File: config.mk
export PLATFORM = sky130hd
export DESIGN_NAME = circular_linked_queue_manager
export DESIGN_NICKNAME = d
export VERILOG_FILES = /design/src/rtl/cllq_pkg.sv /design/src/rtl/circular_linked_queue_manager.sv
export SDC_FILE = /design/constraint.sdc
export NUM_CORES = 1
export LEC_CHECK = 0
export BUFFER_PORTS_ARGS = -buffer_cell sky130_fd_sc_hd__clkbuf_2
export CORE_ASPECT_RATIO = 2
export CORE_UTILIZATION = 45
export CTS_BUF_LIST = sky130_fd_sc_hd__clkbuf_8
export DETAILED_ROUTE_END_ITERATION = 10
export GPL_TIMING_DRIVEN = 0
export RECOVER_POWER = 100
export SYNTH_ARGS = -nofsm -noshare
export SYNTH_HDL_FRONTEND = slang
export SYNTH_SLANG_ARGS = --single-unit
File: constraint.sdc
create_clock -name clk -period 5 [get_ports clk]
set_input_delay 0 -clock clk [delete_from_list [all_inputs] [get_ports clk]]
set_output_delay 0 -clock clk [all_outputs]
set_load 0.05 [all_outputs]
File: src/rtl/cllq_pkg.sv
package cllq_pkg;

  // Command codes carried in the input item
  localparam logic CMD_APPEND = 1'b0;
  localparam logic CMD_REMOVE = 1'b1;

  // Field widths of the stream items
  localparam int ELEM_W = 4;
  localparam int SIZE_W = 5;

  // Result status codes
  typedef enum logic [1:0] {
    ST_DONE   = 2'd0,
    ST_QUEUED = 2'd1,
    ST_EMPTY  = 2'd2,
    ST_ABSENT = 2'd3
  } status_t;

endpackage

File: src/rtl/circular_linked_queue_manager.sv
// Circular doubly linked queue manager.
// Keeps one circular queue over a pool of CAPACITY element numbers (2..16).
// Input channel in_*: one item per command. in_tdata bit 0 is the command
// (0 append at tail, 1 remove) and bits 4:1 the element number.
// Result channel out_*: exactly one item per command, holding the status
// (done, already queued, queue empty, element not in queue), the queue
// size after the command and the head element (0 when the queue is empty).
// A command accepted into the input register moves on to the output
// register when free; one command per cycle while out_tready is high. Link
// tables are flip-flop arrays written in the same cycle that the result
// register loads, so the following command already sees the updated queue.
// Reset (rst_n low, synchronous) empties the queue: all membership flags,
// the count and the head clear; the link tables are not cleared.
// When the receiver stalls, the result holds in the output register and the
// input register still takes one more command; in_tready then drops until
// the result is taken.
module circular_linked_queue_manager
  import cllq_pkg::*;
#(
  parameter int CAPACITY = 16
) (
  input  logic        clk,
  input  logic        rst_n,
  input  logic        in_tvalid,
  output logic        in_tready,
  input  logic [7:0]  in_tdata,   // [0] command, [4:1] element, [7:5] zero
  output logic        out_tvalid,
  input  logic        out_tready,
  output logic [15:0] out_tdata   // [1:0] status, [6:2] size, [10:7] head_element, [15:11] zero
);

  localparam int IDX_W = (CAPACITY > 1) ? $clog2(CAPACITY) : 1;
  localparam int CNT_W = $clog2(CAPACITY + 1);

  // Input register
  logic              in_vld_r;
  logic              cmd_r;
  logic [ELEM_W-1:0] elem_r;

  // Queue state
  logic [IDX_W-1:0]    next_r [CAPACITY];
  logic [IDX_W-1:0]    prev_r [CAPACITY];
  logic [CAPACITY-1:0] queued_r, queued_nxt;
  logic [IDX_W-1:0]    head_r, head_nxt;
  logic [IDX_W-1:0]    tail_r, tail_nxt;
  logic [CNT_W-1:0]    cnt_r, cnt_nxt;

  // Result register
  logic              out_vld_r;
  status_t           status_r, status_nxt;
  logic [SIZE_W-1:0] size_r;
  logic [ELEM_W-1:0] head_out_r;

  // Link table write ports
  logic             nx_we_a, nx_we_b, pv_we_a, pv_we_b;
  logic [IDX_W-1:0] nx_wa_a, nx_wa_b, pv_wa_a, pv_wa_b;
  logic [IDX_W-1:0] nx_wd_a, nx_wd_b, pv_wd_a, pv_wd_b;

  logic             adv;
  logic [IDX_W-1:0] e_idx, e_nx, e_pv;
  logic             in_pool, is_queued, q_empty;

  // Move the held command to the result side when the output is free
  assign adv       = in_vld_r && (!out_vld_r || out_tready);
  assign in_tready = !in_vld_r || adv;

  assign e_idx     = IDX_W'(elem_r);
  assign in_pool   = int'(elem_r) < CAPACITY;
  assign is_queued = in_pool && queued_r[e_idx];
  assign q_empty   = (cnt_r == '0);
  assign e_nx      = next_r[e_idx];
  assign e_pv      = prev_r[e_idx];

  // Decode the command into state updates and link writes
  always_comb begin
    queued_nxt = queued_r;
    head_nxt   = head_r;
    tail_nxt   = tail_r;
    cnt_nxt    = cnt_r;
    status_nxt = ST_DONE;
    nx_we_a = 1'b0; nx_wa_a = e_idx; nx_wd_a = e_idx;
    nx_we_b = 1'b0; nx_wa_b = tail_r; nx_wd_b = e_idx;
    pv_we_a = 1'b0; pv_wa_a = e_idx; pv_wd_a = e_idx;
    pv_we_b = 1'b0; pv_wa_b = head_r; pv_wd_b = e_idx;
    if (cmd_r == CMD_APPEND) begin
      if (!in_pool) begin
        status_nxt = ST_ABSENT;
      end else if (is_queued) begin
        status_nxt = ST_QUEUED;
      end else begin
        // Link in just before the head
        queued_nxt[e_idx] = 1'b1;
        cnt_nxt  = cnt_r + 1'b1;
        tail_nxt = e_idx;
        nx_we_a  = 1'b1;
        pv_we_a  = 1'b1;
        if (q_empty) begin
          head_nxt = e_idx;
        end else begin
          nx_wd_a = head_r;
          pv_wd_a = tail_r;
          nx_we_b = 1'b1;
          pv_we_b = 1'b1;
        end
      end
    end else begin
      if (q_empty) begin
        status_nxt = ST_EMPTY;
      end else if (!is_queued) begin
        status_nxt = ST_ABSENT;
      end else begin
        queued_nxt[e_idx] = 1'b0;
        cnt_nxt = cnt_r - 1'b1;
        if (e_nx == e_idx) begin
          // Last element leaves: queue empties
          head_nxt = '0;
          tail_nxt = '0;
        end else begin
          if (head_r == e_idx) head_nxt = e_nx;
          if (tail_r == e_idx) tail_nxt = e_pv;
          // Bridge the neighbors around the removed element
          nx_we_a = 1'b1; nx_wa_a = e_pv; nx_wd_a = e_nx;
          pv_we_a = 1'b1; pv_wa_a = e_nx; pv_wd_a = e_pv;
        end
      end
    end
  end

  // Control registers
  always_ff @(posedge clk) begin
    if (!rst_n) begin
      in_vld_r  <= 1'b0;
      out_vld_r <= 1'b0;
      queued_r  <= '0;
      head_r    <= '0;
      tail_r    <= '0;
      cnt_r     <= '0;
    end else begin
      if (in_tready) in_vld_r <= in_tvalid;
      if (adv) begin
        out_vld_r <= 1'b1;
        queued_r  <= queued_nxt;
        head_r    <= head_nxt;
        tail_r    <= tail_nxt;
        cnt_r     <= cnt_nxt;
      end else if (out_tready) begin
        out_vld_r <= 1'b0;
      end
    end
  end

  // Payload registers
  always_ff @(posedge clk) begin
    if (in_tready && in_tvalid) begin
      cmd_r  <= in_tdata[0];
      elem_r <= in_tdata[4:1];
    end
    if (adv) begin
      status_r   <= status_nxt;
      size_r     <= SIZE_W'(cnt_nxt);
      head_out_r <= ELEM_W'(head_nxt);
    end
  end

  // Link tables
  always_ff @(posedge clk) begin
    for (int i = 0; i < CAPACITY; i++) begin
      if (adv && nx_we_a && nx_wa_a == IDX_W'(i)) next_r[i] <= nx_wd_a;
      if (adv && nx_we_b && nx_wa_b == IDX_W'(i)) next_r[i] <= nx_wd_b;
      if (adv && pv_we_a && pv_wa_a == IDX_W'(i)) prev_r[i] <= pv_wd_a;
      if (adv && pv_we_b && pv_wa_b == IDX_W'(i)) prev_r[i] <= pv_wd_b;
    end
  end

  assign out_tvalid = out_vld_r;
  assign out_tdata  = {5'd0, head_out_r, size_r, status_r};

  // Membership flags and count agree
  a_count_flags: assert property (@(posedge clk) disable iff (!rst_n)
    $countones(queued_r) == int'(cnt_r))
    else $error("queue count does not match membership flags");

  // Head and tail are members of a non-empty queue
  a_head_tail_queued: assert property (@(posedge clk) disable iff (!rst_n)
    (cnt_r != '0) |-> (queued_r[head_r] && queued_r[tail_r]))
    else $error("head or tail not queued");

  // Empty queue parks head at zero
  a_empty_head: assert property (@(posedge clk) disable iff (!rst_n)
    (cnt_r == '0) |-> (head_r == '0))
    else $error("empty queue with nonzero head");

  // A state change only happens together with a result load
  a_count_moves_on_adv: assert property (@(posedge clk) disable iff (!rst_n)
    !$past(adv) |-> $stable(cnt_r))
    else $error("count changed without a command");

endmodule

; ---- Word-level counts from Yosys, hierarchy flattened
; Memories as Yosys holds them, arrays and structs flattened. A register that Yosys moved wholly into a read port is not among the register bits.
; Index checks and enable logic that the tools add are counted.
[word_totals]
output_inout_bits = 18
input_bits = 12
ram_bits = 128
regBits = 47
n_memories = 2
wordCells = 414
[op_classes]
bitwise = 35
reduce_logical = 81
n_lt_le_gt_ge = 2
muxes = 214
n_addsub = 2
eq_ne = 67
[memory_table]
columns = memory, depth, width, read_ports, rd_clocked_by_memory_dff, wr, line_no
row1 = next_r, 16, 4, 1, 1, 16, circular_linked_queue_manager.sv:41  ; logic [IDX_W-1:0] next_r [CAPACITY];
row2 = prev_r, 16, 4, 1, 1, 16, circular_linked_queue_manager.sv:42  ; logic [IDX_W-1:0] prev_r [CAPACITY];
[op_table]
columns = operator, n
row1 = 4-bit 2-to-1 mux, 60
row2 = 1-bit 2-to-1 mux, 141
row3 = "4-bit equality test, second input constant", 32
row4 = 1-bit logical AND, 69
row5 = "4-bit by 3-bit equality test with 1-bit output, second input constant", 16
row6 = 16-bit 2-to-1 mux, 4
row7 = "4-bit by 2-bit equality test with 1-bit output, second input constant", 8
row8 = 1-bit bitwise OR, 32
row9 = 5-bit 2-to-1 mux, 4
row10 = 16-bit bitwise AND, 1
row11 = "4-bit by 1-bit equality test with 1-bit output, second input constant", 4
row12 = 4-bit zero test, 4
row13 = 16-bit NOT, 1
row14 = 16-bit bitwise OR, 1
row15 = 4-bit equality test, 3
row16 = 2-bit 2-to-1 mux, 3
row17 = "5-bit by 1-bit adder with 5-bit output, second input constant", 1
row18 = 5-bit zero test, 1
row19 = "4-bit by 5-bit < comparator with 1-bit output, second input constant", 1
row20 = 5-bit AND reduction, 1
row21 = "5-bit by 1-bit subtractor with 5-bit output, second input constant", 1
row22 = 1-bit binary-select mux with 4-bit select, 1
row23 = 1-bit demux with 4-bit select, 1
row24 = "4-bit by 1-bit greater-or-equal comparator with 1-bit output, second input constant", 1
row25 = 7 further kinds, 10

; ---- Longest topological paths before layout
; Gate-level depths: netlist of run 1.
[logic_depth]
word_depth = 10
depth_mapped = 14

; ---- Worst setup path after synthesis of run 1
; No wires, ideal clock.
[synth_path]
path_kind = register -> register
from = reg elem_r[0], in the netlist e_idx[0]
to = reg with a tool-made name
setup_time_ns = 0.091
path_slack_ns = 1.440
t_arrival_ns = 3.469
path_stages_with_launch = 13
path_cell_list = edfxtp_1 -> buf_4 -> mux4_2 -> o22ai_1 -> or2_1 -> clkbuf_1 -> inv_2 -> buf_2 -> ha_1 -> a2111oi_0 -> nor3b_1 -> a21oi_1 -> a311oi_1
[synth_rtl]
columns = item, line_no
row1 = from (decl), circular_linked_queue_manager.sv:38  ; logic [ELEM_W-1:0] elem_r;
row2 = from (signal assigned), circular_linked_queue_manager.sv:156  ; elem_r <= in_tdata[4:1];

==> results of run 1 <==
[area by class of cell]
| class | instances | area share (%) |
|---|---|---|
| sequential | 179 | 46.6 |
| inverter | 16 | 0.558 |
| clock buffer | 19 | 2.43 |
| tap | 273 | 3.17 |
| multi-input combinational | 651 | 41.0 |
| clock inverter | 13 | 1.46 |
| buffer | 71 | 3.16 |
| timing repair buffer | 30 | 1.59 |
[through the flow]
| step | utilization [%] | setup TNS (ps) |
|---|---|---|
| finish | 50.1 | 0 |
| global placement | 48.0 | 0 |
| CTS | 50.4 | 0 |
| detailed placement | 48.0 | -130 |
| global route | 50.1 | 0 |
| floorplan | - | 0 |
[metal layers]
| metal | global-route usage (%) | vias to the layer above |
|---|---|---|
| met1 | 27.5 | 3731 |
| li1 | - | 3554 |
| met5 | 0 | - |
| met3 | 4.22 | 110 |
| met4 | 20.8 | 0 |
| met2 | 58.7 | 267 |
[worst min-delay path by stage]
stage | endpoint | slack (ps) | from
after floorplan | cmd_r | 100 | in_tdata[0]
after CTS | e_idx[1] | 210 | in_tdata[2]
after global routing | e_idx[0] | 260 | in_tdata[1]
after global placement | e_idx[1] | 200 | in_tdata[2]
after detailed placement | e_idx[1] | 210 | in_tdata[2]
final | e_idx[1] | 230 | in_tdata[2]
[cell usage after synthesis (all sizes together), types with 16 or more instances]
cell type | n | area, um^2
o21ai | 123 | 616
inv | 16 | 60.1
dfxtp | 35 | 701
buf | 27 | 184
clkbuf | 45 | 169
nand2 | 110 | 415
edfxtp | 144 | 4320
o22a | 48 | 420
a21oi | 25 | 163
a211oi | 16 | 120
nor3 | 20 | 105
mux2i | 23 | 230
mux4 | 38 | 856
nor2 | 104 | 393
[where the power goes]
| part | leakage [nW] | total [mW] | internal, mW | switching, mW |
|---|---|---|---|---|
| combinational | 1.57 | 0.717 | 0.250 | 0.467 |
| sequential | 1.59 | 1.71 | 1.68 | 0.0212 |
| clock | 0.212 | 1.08 | 0.519 | 0.562 |
| total | 3.37 | 3.50 | 2.45 | 1.05 |
[timing repair]
| action | 4_1_cts | 5_1_grt |
|---|---|---|
| endpoints found under the setup margin | 4 | 16 |
| endpoints found under the hold margin | 19 | 0 |
| setup buffers | 0 | 0 |
| hold buffers | 9 | 0 |
| resized for setup | 1 | 1 |
[logic make-up after synthesis]
kind of cell,Yosys count
simple gates,280
compound gates,278
flops,179
buf+inv,88
mux,71
xor+xnor,13
fa+ha+maj,4
other cells,1
==> implementation parameters, run 1 <==
Parameter                              Value

Timing
  Worst-margin pin slew    1120 ps
  Setup violation total in the final timing report    0
  Max frequency    209 MHz
  Smallest setup slack after layout    211 ps
  Unrepaired setup endpoints after global routing    no
  Worst slew margin    24.5%
  Count of final hold-check violations    0
  Final Skew    26.3 ps
  Final period util    95.8%
  Final Slew Violations    0
  Hold Slack    234 ps
  Post-layout minimum cycle time    4790 ps

Yosys
  Xor and xnor fraction of the mapped netlist area    1.15%
  Simple logic cell fraction of the synthesized area    12.3%
  Multiplexer share of the synthesized area    12.2%
  Synthesized-area fraction occupied by ao, oa, aoi and oai cells    18.7%
  Syn Std Cell Area    0.00986 mm^2
  Register area share after synthesis    50.9%
  Cell count after synthesis    914
  Most used flip-flop cell after synthesis    sky130_fd_sc_hd__edfxtp_1
  Post-Syn Area per Cell    10.8 um^2
  Number of synthesized flops with an enable pin    144
  Synth Register Bits    179
  Number of different library cells in the post-synthesis netlist    64
  Dominant combinational cell family by area after synthesis    compound AO/OA/AOI/OAI gates
  Synth async-reset ratio    0%
  Fraction of the mapped netlist area in adder cells    0.507%
  YS warnings    0

Floorplanning
  Number of rows in the core area    76
  Total core area    0.0215 mm^2
  Vertical die dimension    211 um
  Starting utilization of the core area    45.9%
  Overall die width    107 um
  Number of top-level design ports    30
  Total Die Area    0.0226 mm^2

Finish
  Ratio of cells with drive above 1 in the final layout    11.3%
  Nets@finish    982
  Total area of multi-input combinational cells    0.00441 mm^2
  Filler cells    2080
  Most frequent standard cell in the layout excluding fill and tap cells    sky130_fd_sc_hd__edfxtp_1
  Flip-flop and latch area    0.00502 mm^2
  Count of non-filler cells in the finished layout    1252
  P&R area growth vs syn    9.21%
  Most frequent cells in the layout    sky130_fd_sc_hd__edfxtp_1 (144), sky130_fd_sc_hd__nand2_1 (110), sky130_fd_sc_hd__nor2_1 (104)
  Number of inserted diodes    0
  Final non-filler cell area    0.0108 mm^2

Worst hold path
  Worst hold path type    in -> reg
  Hold depth    2

Setup path
  Depth of the most critical reg-to-reg path    9
  Critical path capture point type    register
  Critical path cell sequence    clkbuf_1 -> nand2_1 -> o22ai_1 -> o211ai_1 -> nor2_1 -> nand3b_1 -> nor3_1 -> a21oi_1 -> o21ai_1
  Arrival time of the worst setup path    4930 ps
  Critical path buffer and inverter count    1
  Largest delay contributor family on the critical path    simple AND/OR/NAND/NOR gates
  Peak per-stage delay on the critical path    860 ps
  Setup crit end    next_r[8][0]
  Worst Path Class, Setup    reg -> reg
  Worst path depth    9
  R2R setup slack    210 ps
  Crit Reg-Reg Startpoint    e_idx[2]
  Data required time at the worst endpoint    5140 ps
  CP max-delay cell    sky130_fd_sc_hd__nor3_1
  Endpoint of the worst register-to-register path    next_r[8][0]
  Max Fanout on Critical Path    10
  Kind of start point of the critical path    register
  Critical Path Start    e_idx[2]

Clocking
  TritonCTS buffer count    17
  Count of H-tree levels built during CTS    4
  CTS root buffer    sky130_fd_sc_hd__clkbuf_8
  Later-pin clock latency in the skew report    520 ps
  Sinks on Clock Net    179
  TritonCTS clock tree    yes
  Clock transition at the register clock pins on the worst setup and hold paths after CTS    90 ps
  Max clock buf depth    2

Detailed routing
  Final wirelength    32.3 mm
  Total length of routed met2 wires    18.4 mm
  Length of routed met3 wiring    1.21 mm
  Routed wirelength normalized by instance count    25.8 um
  Antenna Nets Post-Route    0
  DRC Markers    0
  DR top layer    met4
  Vias    7662
  Via count normalized by instance count    6.12
  First-pass iteration count of the detailed router    5
  Routed met1 length    10.2 mm
  Number of DRC markers after the initial detailed-route iteration    509

Power
  Pwr dens    325 mW/mm^2
  Peak ir drop on the vdd network    165 uV
  Power after layout    3.50 mW
  Leak pwr    3.37 nW

GRT
  Via count of the first global-routing pass    7596
  First-pass GRT wire length    47.2 mm
  Antenna violations before repair    0
  Maximum number of pins on one net before global-route repair    21
  Residual overflow from global routing    0
  Global router's overall resource usage    30.0%

Placement
  Cell count after placement    1212
  Port Buffers    21
  Gpl congestion    0.973
  Setup slack after placement    -43.5 ps
  Cell area after placement    0.0103 mm^2
  Sum of net half-perimeters after detailed placement    24.8 mm

Outcome
  Result of the run    finished clean

Flow run
  Max Cap Viol    0
No activity file was read; power rests on OpenSTA's default activity.
==> run 2, diff against run 1 <==
==> constraint.sdc (replaced) <==
create_clock -name clk -period 5 [get_ports clk]
set_input_delay 0.25 -clock clk [delete_from_list [all_inputs] [get_ports clk]]
set_output_delay 0.25 -clock clk [all_outputs]
set_load 0.05 [all_outputs]
==> run 2 against run 1 <==
  * Clock skew decreased by 5.6 ps
  * Wire length decreased by 0.29%
  * Global-route usage about the same
  * Non-clock buffer count decreased by 3
  * Largest cell class unchanged
==> implementation parameters, run 2 (same netlist as run 1, synthesis figures left out) <==
Parameter                              Value

Floorplanning
  Number of rows in the core area    76 (unchanged)
  Total core area    0.0215 mm^2 (unchanged)
  Starting utilization of the core area    45.9% (unchanged)
  Overall die width    107 um (unchanged)
  Total Die Area    0.0226 mm^2 (unchanged)
  Vertical die dimension    211 um (unchanged)
  Number of top-level design ports    30 (unchanged)

Setup path
  R2R setup slack    190 ps (-20 ps)
  Max Fanout on Critical Path    10 (unchanged)
  Worst Path Class, Setup    reg -> reg
  Kind of start point of the critical path    register
  Depth of the most critical reg-to-reg path    12 (+3)
  Endpoint of the worst register-to-register path    next_r[7][1]
  Arrival time of the worst setup path    4970 ps (+40 ps)
  Critical path capture point type    register
  Data required time at the worst endpoint    5160 ps (+20 ps)

GRT
  Antenna violations before repair    0 (unchanged)
  Maximum number of pins on one net before global-route repair    21 (unchanged)
  Via count of the first global-routing pass    7572 (-0.32%)
  First-pass GRT wire length    47.1 mm (-0.12%)
  Global router's overall resource usage    30.0% (about the same)
  Residual overflow from global routing    0 (unchanged)

Placement
  Setup slack after placement    -43.5 ps (unchanged)
  Gpl congestion    0.973 (unchanged)
  Sum of net half-perimeters after detailed placement    24.8 mm (unchanged)
  Port Buffers    21 (unchanged)

Timing
  Setup violation total in the final timing report    0 (unchanged)
  Final Slew Violations    0 (unchanged)
  Final Skew    20.7 ps (-5.59 ps)
  Worst-margin pin slew    1060 ps (-60.1 ps)
  Count of final hold-check violations    0 (unchanged)
  Post-layout minimum cycle time    4810 ps (+18.9 ps)
  Hold Slack    42.7 ps (-192 ps)
  Final TNS setup    0 ps (unchanged)
  Worst slew margin    28.5% (+4.1 points)
  Smallest setup slack after layout    192 ps (-18.9 ps)
  Max frequency    208 MHz (-0.39%)
  Unrepaired setup endpoints after global routing    no
  Final period util    96.2% (+0.38 points)

Detailed routing
  DRC Markers    0 (unchanged)
  Routed wirelength normalized by instance count    25.8 um (about the same)
  Number of DRC markers after the initial detailed-route iteration    482 (-5.3%)
  First-pass iteration count of the detailed router    5 (unchanged)
  Via count normalized by instance count    6.15 (+0.50%)
  Final wirelength    32.2 mm (-0.29%)
  Antenna Nets Post-Route    0 (unchanged)
  Vias    7682 (+0.26%)

Finish
  Nets@finish    979 (-0.31%)
  Number of inserted diodes    0 (unchanged)
  Filler cells    2080 (unchanged)
  Most frequent standard cell in the layout excluding fill and tap cells    sky130_fd_sc_hd__edfxtp_1
  Ratio of cells with drive above 1 in the final layout    11.4% (+0.035 points)
  P&R area growth vs syn    8.91%
  Most frequent cells in the layout    sky130_fd_sc_hd__edfxtp_1 (144), sky130_fd_sc_hd__nand2_1 (110), sky130_fd_sc_hd__nor2_1 (104)

Clocking
  TritonCTS clock tree    yes
  TritonCTS buffer count    17 (unchanged)
  Sinks on Clock Net    179 (unchanged)
  Count of H-tree levels built during CTS    4 (unchanged)
  Max clock buf depth    2 (unchanged)
  Clock transition at the register clock pins on the worst setup and hold paths after CTS    90 ps (about the same)
  CTS root buffer    sky130_fd_sc_hd__clkbuf_8
  Later-pin clock latency in the skew report    520 ps (about the same)

Power
  Leak pwr    3.36 nW (-0.37%)
  Pwr dens    326 mW/mm^2 (+0.26%)
  Peak ir drop on the vdd network    166 uV (+0.28%)

Worst hold path
  Hold depth    4 (+2)
  End of the worst hold path    out_tvalid
  Worst hold path type    in -> reg
  Worst Min Path Start    out_tready

Outcome
  Result of the run    finished clean

Flow run
  Max Cap Viol    0 (unchanged)
run 2: changes by cell type in the layout (fill, tap and decap cells not counted):
cell                            delta
sky130_fd_sc_hd__dlygate4sd3_1     -3
run 2: stage by stage:
stage / power, mW / utilization, % / area [um^2] / instances
2_1_floorplan: 2.25 / - / 9880 / 918
5_1_grt: 3.60 / 50.0 / 10700 / 1249
4_1_cts: 3.53 / 50.3 / 10800 / 1250
6_report: 3.50 / 50.0 / 10700 / 1249
3_3_place_gp: 2.46 / 48.0 / 10300 / 1212
3_5_place_dp: 2.47 / 48.0 / 10300 / 1212
run 2: timing repair:
item / 4_1_cts / 5_1_grt
endpoints found under the setup margin: 4 / 16
setup buffers: 0 / 0
gates resized for setup: 1 / 1
cloned: 0 / 0
hold buffers: 6 / 0
hold endpoints to repair: 9 / 0
run 2: worst max-delay path by stage:
| stage | endpoint | slack (ps) |
|---|---|---|
| after global routing | next_r[7][3] | 70 |
| final | next_r[7][1] | 190 |
| after floorplan | register | 1440 |
| after global placement | register | 30 |
| after CTS | next_r[3][0] | 130 |
| after detailed placement | register | -40 |
run 2: cell type report:
type                    count  area, um^2  share of cell area (%)
flip-flops and latches    179        5020                    46.8
multi-input cells         651        4410                    41.1
well taps                 273         342                    3.18
plain buffers              71         340                    3.17
clock buffers              19         262                    2.43
clock inverters            13         158                    1.47
repair buffers             27         141                    1.32
inverters                  16        60.1                   0.559
run 2: layer usage:
layer / vias up / global-route usage, % / part of all wire, %
met4: 0 / 20.8 / 7.3
met2: 251 / 58.6 / 57
met1: 3778 / 27.4 / 31
met3: 99 / 4.22 / 3.7
li1: 3554 / - / -
met5: - / 0 / 0
run 2: worst max-delay path: stages (launching register included):
cell and delay, ps:
sky130_fd_sc_hd__dfxtp_1 350, sky130_fd_sc_hd__clkbuf_1 600, sky130_fd_sc_hd__buf_2 450, sky130_fd_sc_hd__mux4_2 350, sky130_fd_sc_hd__mux2i_1 360, sky130_fd_sc_hd__mux2i_1 150, sky130_fd_sc_hd__o31ai_1 370, sky130_fd_sc_hd__a21o_1 160
sky130_fd_sc_hd__buf_6 140, sky130_fd_sc_hd__and2_1 290, sky130_fd_sc_hd__clkbuf_2 370, sky130_fd_sc_hd__nand3_1 260, sky130_fd_sc_hd__o21ai_1 580
run 2: power by group:
| part | switching, mW | internal (mW) |
|---|---|---|
| clock network | 0.563 | 0.519 |
| logic | 0.467 | 0.248 |
| registers | 0.0213 | 1.68 |
| total | 1.05 | 2.45 |
